`config.mk`:
```
export PLATFORM = sky130hd
export DESIGN_NAME = rsb_ctrl
export DESIGN_NICKNAME = d
export VERILOG_FILES = /design/src/rsb_pkg.sv /design/src/rsb_ctrl.sv
export SDC_FILE = /design/constraint.sdc
export NUM_CORES = 1
export LEC_CHECK = 0
export BUFFER_PORTS_ARGS = -buffer_cell sky130_fd_sc_hd__clkbuf_2
export CAP_MARGIN = 10
export CORE_MARGIN = 1
export CORE_UTILIZATION = 60
export DETAILED_ROUTE_END_ITERATION = 8
export GPL_TIMING_DRIVEN = 0
export PLACE_DENSITY = 0.86
export SKIP_CTS_REPAIR_TIMING = 1
export SLEW_MARGIN = 20
export SYNTH_ARGS = -nofsm -noshare
export SYNTH_HDL_FRONTEND = slang
export SYNTH_SLANG_ARGS = --single-unit
```
`constraint.sdc`:
```
create_clock -name clk_i -period 4.65 [get_ports clk_i]
set_clock_uncertainty 0.1 [all_clocks]
set_input_delay 0.2325 -clock clk_i [delete_from_list [all_inputs] [get_ports clk_i]]
set_output_delay 0.2325 -clock clk_i [all_outputs]
set_load 0.01 [all_outputs]
```
`src/rsb_pkg.sv`:
```
// Shared types and constants for the base-10 radix sorter.
package rsb_pkg;

  localparam int MAX_ITEMS_DEF = 64;
  localparam int VAL_W         = 31;
  localparam int DIGITS        = 10;
  localparam int DIG_W         = 4;
  localparam int BCD_W         = DIGITS * DIG_W;
  localparam int ENT_W         = VAL_W + BCD_W;
  localparam int CONV_STEPS    = VAL_W;
  localparam int STEP_W        = 5;

  typedef enum logic [1:0] {
    ACT_COUNT,
    ACT_SCATTER,
    ACT_COPY
  } act_op_e;

  typedef struct packed {
    logic             rd_en;
    logic             act_vld;
    act_op_e          act_op;
    logic             conv_start;
    logic             conv_step;
    logic             store_wr;
    logic             clr_bins;
    logic             pfx_en;
    logic [DIG_W-1:0] pfx_idx;
    logic [DIG_W-1:0] digit;
    logic             out_load;
    logic             out_last;
    logic             clr_set;
  } cmd_t;

  typedef struct packed {
    logic full;
    logic pass_more;
  } sts_t;

endpackage

```
`src/rsb_ctrl.sv`:
```
// Controller: sequences load, conversion, count/prefix/scatter/copy passes and output.
module rsb_ctrl import rsb_pkg::*; #(
  parameter int MAX_ITEMS = MAX_ITEMS_DEF
) (
  input  logic                                   clk_i,
  input  logic                                   rst_ni,
  input  logic                                   in_valid_i,
  input  logic                                   last_i,
  output logic                                   in_stall_o,
  output logic                                   out_valid_o,
  input  logic                                   out_stall_i,
  input  logic [$clog2(MAX_ITEMS+1)-1:0]         cnt_i,
  input  sts_t                                   sts_i,
  output cmd_t                                   cmd_o,
  output logic [((MAX_ITEMS > 1) ? $clog2(MAX_ITEMS) : 1)-1:0] rd_addr_o
);

  localparam int IDX_W = (MAX_ITEMS > 1) ? $clog2(MAX_ITEMS) : 1;
  localparam int CNT_W = $clog2(MAX_ITEMS + 1);

  localparam logic [3:0] S_LOAD  = 4'd0;
  localparam logic [3:0] S_CONV  = 4'd1;
  localparam logic [3:0] S_STORE = 4'd2;
  localparam logic [3:0] S_PINIT = 4'd3;
  localparam logic [3:0] S_CNT   = 4'd4;
  localparam logic [3:0] S_PFX   = 4'd5;
  localparam logic [3:0] S_SCT   = 4'd6;
  localparam logic [3:0] S_CPY   = 4'd7;
  localparam logic [3:0] S_ORD   = 4'd8;
  localparam logic [3:0] S_OLD   = 4'd9;
  localparam logic [3:0] S_OWAIT = 4'd10;

  logic [3:0]        state_q, state_d;
  logic [CNT_W-1:0]  idx_q, idx_d;
  logic [STEP_W-1:0] step_q, step_d;
  logic [DIG_W-1:0]  pass_q, pass_d;
  logic              last_q, last_d;
  logic              act_vld_q, act_vld_d;
  act_op_e           act_op_q, act_op_d;
  logic              walk_end;
  logic [CNT_W-1:0]  rev_idx, last_idx;

  assign walk_end = (idx_q == cnt_i);
  assign last_idx = cnt_i - CNT_W'(1);
  assign rev_idx  = last_idx - idx_q;

  always_comb begin
    state_d   = state_q;
    idx_d     = idx_q;
    step_d    = step_q;
    pass_d    = pass_q;
    last_d    = last_q;
    act_vld_d = 1'b0;
    act_op_d  = act_op_q;
    cmd_o     = '0;
    cmd_o.act_vld = act_vld_q;
    cmd_o.act_op  = act_op_q;
    cmd_o.digit   = pass_q;
    cmd_o.pfx_idx = step_q[DIG_W-1:0];
    rd_addr_o     = idx_q[IDX_W-1:0];
    unique case (state_q)
      S_LOAD: begin
        if (in_valid_i) begin
          if (!sts_i.full) begin
            cmd_o.conv_start = 1'b1;
            last_d  = last_i;
            step_d  = '0;
            state_d = S_CONV;
          end else if (last_i) begin
            pass_d  = '0;
            state_d = S_PINIT;
          end
        end
      end
      S_CONV: begin
        cmd_o.conv_step = 1'b1;
        step_d = step_q + STEP_W'(1);
        if (step_q == STEP_W'(CONV_STEPS - 1)) state_d = S_STORE;
      end
      S_STORE: begin
        cmd_o.store_wr = 1'b1;
        if (last_q) begin
          pass_d  = '0;
          state_d = S_PINIT;
        end else begin
          state_d = S_LOAD;
        end
      end
      S_PINIT: begin
        idx_d = '0;
        if (sts_i.pass_more) begin
          cmd_o.clr_bins = 1'b1;
          state_d = S_CNT;
        end else begin
          state_d = S_ORD;
        end
      end
      S_CNT: begin
        if (!walk_end) begin
          cmd_o.rd_en = 1'b1;
          act_vld_d   = 1'b1;
          act_op_d    = ACT_COUNT;
          idx_d       = idx_q + CNT_W'(1);
        end else begin
          step_d  = STEP_W'(1);
          state_d = S_PFX;
        end
      end
      S_PFX: begin
        cmd_o.pfx_en = 1'b1;
        step_d = step_q + STEP_W'(1);
        if (step_q == STEP_W'(DIGITS - 1)) begin
          idx_d   = '0;
          state_d = S_SCT;
        end
      end
      S_SCT: begin
        rd_addr_o = rev_idx[IDX_W-1:0];
        if (!walk_end) begin
          cmd_o.rd_en = 1'b1;
          act_vld_d   = 1'b1;
          act_op_d    = ACT_SCATTER;
          idx_d       = idx_q + CNT_W'(1);
        end else begin
          idx_d   = '0;
          state_d = S_CPY;
        end
      end
      S_CPY: begin
        if (!walk_end) begin
          cmd_o.rd_en = 1'b1;
          act_vld_d   = 1'b1;
          act_op_d    = ACT_COPY;
          idx_d       = idx_q + CNT_W'(1);
        end else begin
          pass_d  = pass_q + DIG_W'(1);
          state_d = S_PINIT;
        end
      end
      S_ORD: begin
        cmd_o.rd_en = 1'b1;
        state_d = S_OLD;
      end
      S_OLD: begin
        cmd_o.out_load = 1'b1;
        cmd_o.out_last = (idx_q == last_idx);
        state_d = S_OWAIT;
      end
      S_OWAIT: begin
        if (!out_stall_i) begin
          if (idx_q == last_idx) begin
            cmd_o.clr_set = 1'b1;
            idx_d   = '0;
            state_d = S_LOAD;
          end else begin
            idx_d   = idx_q + CNT_W'(1);
            state_d = S_ORD;
          end
        end
      end
      default: state_d = S_LOAD;
    endcase
  end

  always_ff @(posedge clk_i or negedge rst_ni) begin
    if (!rst_ni) begin
      state_q   <= S_LOAD;
      idx_q     <= '0;
      step_q    <= '0;
      pass_q    <= '0;
      last_q    <= 1'b0;
      act_vld_q <= 1'b0;
      act_op_q  <= ACT_COUNT;
    end else begin
      state_q   <= state_d;
      idx_q     <= idx_d;
      step_q    <= step_d;
      pass_q    <= pass_d;
      last_q    <= last_d;
      act_vld_q <= act_vld_d;
      act_op_q  <= act_op_d;
    end
  end

  assign in_stall_o  = (state_q != S_LOAD);
  assign out_valid_o = (state_q == S_OWAIT);

`ifndef ASSERT_OFF
  a_act_after_read: assert property (@(posedge clk_i) disable iff (!rst_ni)
    act_vld_q |-> $past(cmd_o.rd_en))
    else $error("datapath action without a preceding read");

  a_out_hold: assert property (@(posedge clk_i) disable iff (!rst_ni)
    (state_q == S_OWAIT && out_stall_i) |=> (state_q == S_OWAIT))
    else $error("result dropped while stalled");

  a_idx_range: assert property (@(posedge clk_i) disable iff (!rst_ni)
    idx_q <= cnt_i)
    else $error("walk index beyond item count");

  a_pass_range: assert property (@(posedge clk_i) disable iff (!rst_ni)
    (state_q == S_CNT || state_q == S_SCT || state_q == S_CPY) |-> (pass_q <= 4'd9))
    else $error("pass digit out of range");
`endif

endmodule

```
==> out/metrics.json, run 1 <==
{
  "clock_network": {
    "path_clk_slew_ns": 0.14,
    "htree_levels": 1,
    "clkSinkCount": 24,
    "cts_tree": "built",
    "clk_latency_ns": 0.33,
    "cts_made_buffers": 3,
    "clock_tree.root_cell": "clkbuf_4",
    "clock_path_buffers": 2
  },
  "run_status": {
    "status": "completed"
  },
  "die": {
    "coreArea_mm2": 0.003363,
    "initial_utilization_pct": 63.58,
    "die-width_um": 61.70,
    "number_of_placed_i_o_pins": 42,
    "die_y_um": 61.70,
    "die_area_mm2": 0.003806,
    "row_count": 21
  },
  "yosys": {
    "synth_area_in_compound_gates_pct": 20.42,
    "yosys_warnings": 0,
    "yosys.area_share.simple_pct": 28.15,
    "synth_flop_cell": "dfrtp_1",
    "ys_ff_latch": 24,
    "synth_edf_count": 0,
    "synth_cell_types": 59,
    "post_synth_inst_count": 265,
    "synth_area_mm2": 0.002138,
    "synth_top_family_by_area": "simple AND/OR/NAND/NOR gates",
    "synth_xor_area_share_pct": 5.676,
    "yosys-mux-area-fraction_pct": 2.575,
    "synth-async-reset-ratio_pct": 100.0,
    "post_synth_fa_ha_maj_area_fraction_pct": 7.373,
    "avgSynthCellArea_um2": 8.069,
    "post_synthesis_sequential_area_ratio_pct": 28.09,
    "syn-num-nets": 291
  },
  "cells_and_area": {
    "design_area_mm2": 0.002464,
    "area.growth.synth_to_final_pct": 15.21,
    "final_cell_count_no_fill": 357,
    "layout_cell_share_with_drive_strength_beyond_1_pct": 22.51,
    "post_layout_nets": 338,
    "antenna_cells_inserted": 0
  },
  "sta": {
    "final_setup_tns_ns": 0,
    "worst_pin_slew_ns": 0.8080,
    "timing_max_transition_violations_final": 0,
    "hold_ws_ns": 0.07217,
    "layout_min_cycle_time_ns": 2.775,
    "finalHoldViolations": 0,
    "grt_setup_unrepaired": "no",
    "relSlewSlack_pct": 45.67,
    "maximum_achievable_frequency_mhz": 360.4,
    "report.final.setup_viol": 0,
    "post-route-period-util_pct": 59.67
  },
  "place": {
    "gp_routability_congestion": 0.9456,
    "detailedPlacementHpwl_um": 3815,
    "place_inst": 352,
    "dpl_cell_area_mm2": 0.002401,
    "io_buffer_count": 41
  },
  "power": {
    "max-vdd-ir-drop_uv": 378.2,
    "power_leakage_uw": 0.001112,
    "pwr_density_cell_mw_per_mm2": 621.9,
    "total_power_uw": 1532
  },
  "worst_setup_path": {
    "cp_cell_sequence": "clkbuf_1 -> inv_1 -> ha_1 -> and3_1 -> nand3_1 -> a21oi_2 -> a21bo_1 -> nor4_1 -> clkbuf_2",
    "critical_path.max_stage_delay_ns": 0.35,
    "cp-startpoint": "idx_q[3]",
    "critical-path-slowest-cell": "dfrtp_1",
    "critical_path_peak_fanout": 7,
    "launching_point_of_the_worst_reg2reg_path": "idx_q[0]",
    "crit_arrival_ns": 2.44,
    "timing_worst_setup_path_type": "reg -> out",
    "worstSetupEndpointType": "output port",
    "required_time_of_the_critical_path_ns": 4.32,
    "crit_path_launch_type": "flip-flop"
  },
  "route": {
    "final_antenna_violating_net_count": 0,
    "starting_drt_drc_count": 233,
    "drcViolationCount": 0,
    "drt_pre_antenna_iters": 4,
    "drt-wirelength-per-cell_um": 14.07,
    "vias_cell": 5.894,
    "drt-total-wl_um": 5024,
    "via_count": 2104
  },
  "global_route": {
    "grt_max_degree": 25,
    "global_route_wire_length_before_repair_um": 7983,
    "global_route.usage.total_pct": 28.22,
    "grt_antenna_before_repair": 0,
    "gr-total-overflow": 0,
    "grt_pass1_vias": 1798
  },
  "worst_hold_path": {
    "holdCritPathClass": "in -> reg",
    "worstHoldStart": "out_stall_i"
  },
  "job": {
    "max_cap_viol_count": 0
  }
}
==> routing by layer <==
layer,GRT usage (%),vias to the layer above,wire [µm],part of all wire [%]
met2,45.47,94,2379,47
met3,3.520,8,369,7.3
met4,10.48,0,46,0.92
met5,0,-,0,0
met1,38.96,959,2229,44
li1,-,1043,-,-
==> cells in the final DEF (no fill, tap or decap), types with 5 or more instances in the layout <==
master,count
or4_1,5
nand2b_1,8
inv_1,14
ha_1,11
dfrtp_1,24
nand2_1,29
xnor2_1,5
nand3_1,14
o31ai_1,5
xor2_1,7
clkbuf_2,41
o21a_1,5
a21oi_1,12
buf_4,10
clkbuf_1,6
o21ai_0,14
nor3_1,16
nor2_1,16
o21ai_1,7
==> state kept, by name (all words and copies together), names as in the netlist <==
signal and flops:
act_vld_q 1, last_q 1, pass_q 4, idx_q 7, state_q 4, step_q 5
act_op_q 2
==> synth_stat cells, types with 4 or more instances <==
cell / count / area share, %
o21ai_0: 14 / 3.3
ha_1: 11 / 6.4
nand2_1: 29 / 5.1
nor2b_1: 4 / 1.2
buf_4: 10 / 3.5
or4_1: 5 / 1.8
xor2_1: 7 / 2.9
clkbuf_1: 6 / 1.1
dfrtp_1: 24 / 28
xnor2_1: 5 / 2.0
inv_1: 14 / 2.5
nand2b_1: 8 / 2.3
o21ai_1: 7 / 1.6
o31ai_1: 5 / 1.8
nand3_1: 14 / 3.3
a21oi_1: 12 / 2.8
o21a_1: 5 / 1.8
nor3_1: 16 / 3.7
nor2_1: 16 / 2.8
==> kinds of logic after synthesis <==
group / count (synthesis)
simple gates: 114
compound gates: 64
buf+inv: 33
flops: 24
xor+xnor: 13
fa+ha+maj: 12
mux: 5
==> worst max-delay path, delay by kind of cell (launching register included) <==
kind	cells	cell delay, ns
AO/OA/AOI/OAI	2	0.43
adder cells (fa/ha/maj)	1	0.34
buffers and inverters	3	0.56
flip-flops	1	0.35
AND/OR/NAND/NOR	3	0.44
==> final timing paths <==
kind | slack (ns) | depth (start not counted) | end
min in group asynchronous | 0.33 | 2 | step_q[4]
max reg2reg | 2.19 | 6 | idx_q[5]
min | 0.07 | 3 | state_q[3]
max in group asynchronous | 3.70 | 2 | idx_q[3]
max | 1.88 | 9 | cmd_o[0]
min reg2reg | 0.44 | 1 | act_op_q[1]
==> layout make-up <==
| type | count | area [µm²] |
|---|---|---|
| plain buffers | 19 | 112.6 |
| multi-input cells | 208 | 1373 |
| inverters | 14 | 52.55 |
| repair buffers | 42 | 215.2 |
| flip-flops and latches | 24 | 600.6 |
| clock buffers | 3 | 22.52 |
| fillers | 275 | 899.6 |
| clock inverters | 1 | 30.03 |
| well taps | 46 | 57.56 |
==> per-stage QoR <==
| stage | worst slack, ns | utilization, % |
|---|---|---|
| global route | 1.656 | 73.25 |
| global placement | 2.078 | 71.39 |
| floorplan | 2.389 | - |
| detailed placement | 2.031 | 71.39 |
| finish | 1.875 | 73.25 |
| CTS | 1.855 | 72.95 |
==> where the power goes <==
| group | switching [µW] | total (µW) | internal [µW] |
|---|---|---|---|
| clock network | 70.6 | 158 | 87.2 |
| logic | 601 | 1010 | 413 |
| registers | 74.8 | 360 | 285 |
| total | 746 | 1530 | 786 |
(Power assumes the default switching activity.)
==> inputs of run 2 (changes only) <==
--- a/config.mk
+++ b/config.mk
@@ -5,13 +5,14 @@
 export SDC_FILE = /design/constraint.sdc
 export NUM_CORES = 1
 export LEC_CHECK = 0
+export ABC_AREA = 1
 export BUFFER_PORTS_ARGS = -buffer_cell sky130_fd_sc_hd__clkbuf_2
 export CAP_MARGIN = 10
 export CORE_MARGIN = 1
-export CORE_UTILIZATION = 60
+export CORE_UTILIZATION = 56
 export DETAILED_ROUTE_END_ITERATION = 8
 export GPL_TIMING_DRIVEN = 0
-export PLACE_DENSITY = 0.86
+export PLACE_DENSITY = 0.81
 export SKIP_CTS_REPAIR_TIMING = 1
 export SLEW_MARGIN = 20
 export SYNTH_ARGS = -nofsm -noshare
==> constraint.sdc (replaced) <==
create_clock -name clk_i -period 2.7 [get_ports clk_i]
set_clock_uncertainty 0.1 [all_clocks]
set_input_delay 0.135 -clock clk_i [delete_from_list [all_inputs] [get_ports clk_i]]
set_output_delay 0.135 -clock clk_i [all_outputs]
set_load 0.01 [all_outputs]
==> run 2 against run 1 <==
Die area increased by 7.3%. First-iteration DRC count shrank 55%. Cell area did not move. Worst setup slack lost 1.5 ns.
==> out/metrics.json, run 2 <==
{
  "route": {
    "met3_length": {"value": 200, "unit": "µm", "change": "-46%"},
    "drt-wirelength-per-cell": {"value": 11.62, "unit": "µm", "change": "-17%"},
    "drt-total-wl": {"value": 4742, "unit": "µm", "change": "-5.6%"},
    "detail_route.wirelength.met1": {"value": 2275, "unit": "µm", "change": "+2.1%"},
    "via_count": {"value": 2100, "change": "-0.19%"},
    "final_antenna_violating_net_count": {"value": 0, "change": "unchanged"},
    "wl_met2": {"value": 2186, "unit": "µm", "change": "-8.1%"},
    "top_layer": "met4",
    "drcViolationCount": {"value": 0, "change": "unchanged"},
    "drt_pre_antenna_iters": {"value": 4, "change": "unchanged"},
    "vias_cell": {"value": 5.147, "change": "-13%"},
    "starting_drt_drc_count": {"value": 105, "change": "-55%"}
  },
  "global_route": {
    "global_route_wire_length_before_repair": {"value": 8142, "unit": "µm", "change": "+2.0%"},
    "grt_antenna_before_repair": {"value": 0, "change": "unchanged"},
    "grt_max_degree": {"value": 25, "change": "unchanged"},
    "global_route.usage.total": {"value": 25.04, "unit": "%", "change": "-3.2 points"},
    "gr-total-overflow": {"value": 0, "change": "unchanged"},
    "grt_pass1_vias": {"value": 1914, "change": "+6.5%"}
  },
  "clock_network": {
    "htree_levels": {"value": 1, "change": "unchanged"},
    "clk_latency": {"value": 0.27, "unit": "ns", "change": "-0.06 ns"},
    "clock_path_buffers": {"value": 2, "change": "unchanged"},
    "cts_tree": "built",
    "clkSinkCount": {"value": 24, "change": "unchanged"},
    "cts_made_buffers": {"value": 3, "change": "unchanged"},
    "clock_tree.root_cell": "clkbuf_8",
    "path_clk_slew": {"value": 0.08, "unit": "ns", "change": "-0.06 ns"}
  },
  "sta": {
    "report.final.setup_viol": {"value": 0, "change": "unchanged"},
    "layout_setup_ws": {"value": 0.3399, "unit": "ns", "change": "-1.535 ns"},
    "final_setup_tns": {"value": 0, "unit": "ns", "change": "unchanged"},
    "worst_pin_slew": {"value": 0.6158, "unit": "ns", "change": "-0.1922 ns"},
    "finalHoldViolations": {"value": 0, "change": "unchanged"},
    "layout_min_cycle_time_ns": 2.360,
    "timing_max_transition_violations_final": {"value": 0, "change": "unchanged"},
    "relSlewSlack": {"value": 58.95, "unit": "%", "change": "+13 points"},
    "grt_setup_unrepaired": "no",
    "post-route-period-util_pct": 87.41,
    "maximum_achievable_frequency_mhz": 423.7
  },
  "run_status": {
    "status": "completed"
  },
  "yosys": {
    "synth_cell_types": {"value": 33, "change": "-44%"},
    "yosys_warnings": {"value": 0, "change": "unchanged"},
    "post_synth_inst_count": {"value": 315, "change": "+19%"},
    "synth-async-reset-ratio": {"value": 100.0, "unit": "%", "change": "unchanged"},
    "post_synthesis_sequential_area_ratio": {"value": 27.97, "unit": "%", "change": "-0.11 points"},
    "synth_top_cells_by_count": "nand2_1, inv_1, nor2_1",
    "ys_ff_latch": {"value": 24, "change": "unchanged"},
    "synth_edf_count": {"value": 0, "change": "unchanged"},
    "synth_area": {"value": 0.002147, "unit": "mm²", "change": "+0.41%"},
    "post_synth_main_area_contributors": "dfrtp_1, nand2_1, inv_1, ha_1, nor2_1",
    "synth_top_area_share": {"value": 27.97, "unit": "%", "change": "-0.11 points"},
    "avgSynthCellArea": {"value": 6.816, "unit": "µm²", "change": "-16%"},
    "synth_flop_cell": "dfrtp_1",
    "syn-num-nets": {"value": 341, "change": "+17%"},
    "synth_most_common_cell": "nand2_1",
    "netlist.top_cell.by_area": "dfrtp_1"
  },
  "cells_and_area": {
    "regArea": {"value": 600.6, "unit": "µm²", "change": "unchanged"},
    "final_cell_count_no_fill": {"value": 408, "change": "+14%"},
    "final_cell_mix": "nand2_1, clkbuf_2, inv_1",
    "layout_commonest_cell": "nand2_1",
    "n_fill_cell": {"value": 324, "change": "+18%"},
    "register_bank_with_the_most_flops": "idx_q",
    "largest_register_ffs": {"value": 7, "change": "unchanged"},
    "design_area": {"value": 0.002464, "unit": "mm²", "change": "unchanged"},
    "antenna_cells_inserted": {"value": 0, "change": "unchanged"},
    "reg_top3": "idx_q x7, step_q x5",
    "post_layout_nets": {"value": 388, "change": "+15%"},
    "area.growth.synth_to_final_pct": 14.74,
    "multi_input_comb_area": {"value": 0.001331, "unit": "mm²", "change": "-3.0%"},
    "layout_cell_share_with_drive_strength_beyond_1": {"value": 24.72, "unit": "%", "change": "+2.2 points"}
  },
  "die": {
    "number_of_placed_i_o_pins": {"value": 42, "change": "unchanged"},
    "coreArea": {"value": 0.003661, "unit": "mm²", "change": "+8.9%"},
    "row_count": {"value": 22, "change": "+4.8%"},
    "die_y": {"value": 63.92, "unit": "µm", "change": "+3.6%"},
    "die_area": {"value": 0.004086, "unit": "mm²", "change": "+7.3%"},
    "die-width": {"value": 63.92, "unit": "µm", "change": "+3.6%"},
    "initial_utilization": {"value": 58.65, "unit": "%", "change": "-4.9 points"}
  },
  "worst_hold_path": {
    "holdCritPathClass": "in -> reg"
  },
  "worst_setup_path": {
    "crit_arrival": {"value": 2.13, "unit": "ns", "change": "-0.31 ns"},
    "required_time_of_the_critical_path": {"value": 2.47, "unit": "ns", "change": "-1.85 ns"},
    "crit_path_launch_type": "flip-flop",
    "timing_worst_setup_path_type": "reg -> out",
    "worstSetupEndpointType": "output port",
    "critical_path_peak_fanout": {"value": 6, "change": "-1"}
  },
  "power": {
    "comb_power_share": {"value": 60.6, "unit": "%", "change": "-5.6 points"},
    "power_leakage": {"value": 0.001323, "unit": "µW", "change": "+19%"},
    "p_sw": {"value": 948.7, "unit": "µW", "change": "+27%"},
    "share_clk_of_total_power": {"value": 11.1, "unit": "%", "change": "+0.8 points"},
    "max-vdd-ir-drop": {"value": 538.4, "unit": "µV", "change": "+42%"},
    "p_int": {"value": 951.6, "unit": "µW", "change": "+21%"},
    "swShare": {"value": 49.93, "unit": "%", "change": "+1.2 points"},
    "pwr_density_cell": {"value": 771.3, "unit": "mW/mm²", "change": "+24%"},
    "sequential_group_share_of_total_power": {"value": 28.3, "unit": "%", "change": "+4.8 points"}
  },
  "place": {
    "detailedPlacementHpwl": {"value": 3757, "unit": "µm", "change": "-1.5%"},
    "placement.setup.worst_slack": {"value": 0.5131, "unit": "ns", "change": "-1.518 ns"},
    "gp_routability_congestion": {"value": 0.8999, "change": "-4.8%"},
    "dpl_cell_area": {"value": 0.002412, "unit": "mm²", "change": "+0.47%"},
    "place_inst": {"value": 404, "change": "+15%"},
    "io_buffer_count": {"value": 41, "change": "unchanged"}
  },
  "job": {
    "max_cap_viol_count": {"value": 0, "change": "unchanged"}
  }
}
run 2: path summary, 6_finish.rpt:
kind / startpoint / end / slack [ns] / depth (start not counted)
max: idx_q[0] / rd_addr_o[4] / 0.34 / 7
min reg2reg: act_op_q[1] / act_op_q[1] / 0.38 / 2
min: out_stall_i / state_q[3] / 0.03 / 3
max reg2reg: idx_q[3] / idx_q[0] / 0.61 / 11
max in group asynchronous: rst_ni / idx_q[4] / 1.79 / 2
min in group asynchronous: rst_ni / step_q[1] / 0.30 / 2
run 2: routing by layer:
layer | vias up | GRT usage [%]
met3 | 8 | 3.571
met4 | 0 | 8.523
met2 | 50 | 41.36
li1 | 1087 | -
met1 | 955 | 33.33
met5 | - | 0
run 2: critical path, cell delays in order (launching register included):
cell and delay [ns]:
dfrtp_1 0.44, ha_1 0.23, inv_1 0.06, fa_1 0.41, a221oi_1 0.36, nor2_1 0.07
o22ai_1 0.13, clkbuf_2 0.15
run 2: cell type report:
type	instances	share of cell area [%]
well taps	48	2.438
repair buffers	42	8.735
inverters	46	7.009
plain buffers	6	1.727
multi-input cells	239	54.04
clock buffers	3	1.676
flip-flops and latches	24	24.38
run 2: power groups by stage:
stage | Clock [µW] | Sequential, µW | Combinational (µW)
finish | 211 | 538 | 1150
CTS | 217 | 536 | 1150
floorplan | 0 | 533 | 853
detailed placement | 0 | 542 | 1140
global route | 227 | 550 | 1300
global placement | 0 | 542 | 1120
run 2: per-stage QoR:
step / power, µW / utilization, % / hold slack [ns]
2_1_floorplan: 1386 / - / -0.2606
3_3_place_gp: 1661 / 65.89 / 0.08414
3_5_place_dp: 1686 / 65.89 / 0.07448
4_1_cts: 1905 / 67.02 / -0.2170
5_1_grt: 2079 / 67.29 / 0.03524
6_report: 1900 / 67.29 / 0.03163
run 2: cell families after synthesis:
kind of cell / Yosys count / synth area share [%]
compound gates: 33 / 9.207
fa+ha+maj: 12 / 7.343
mux: 1 / 0.5244
simple gates: 180 / 39.63
xor+xnor: 13 / 5.303
flops: 24 / 27.97
buf+inv: 52 / 10.02
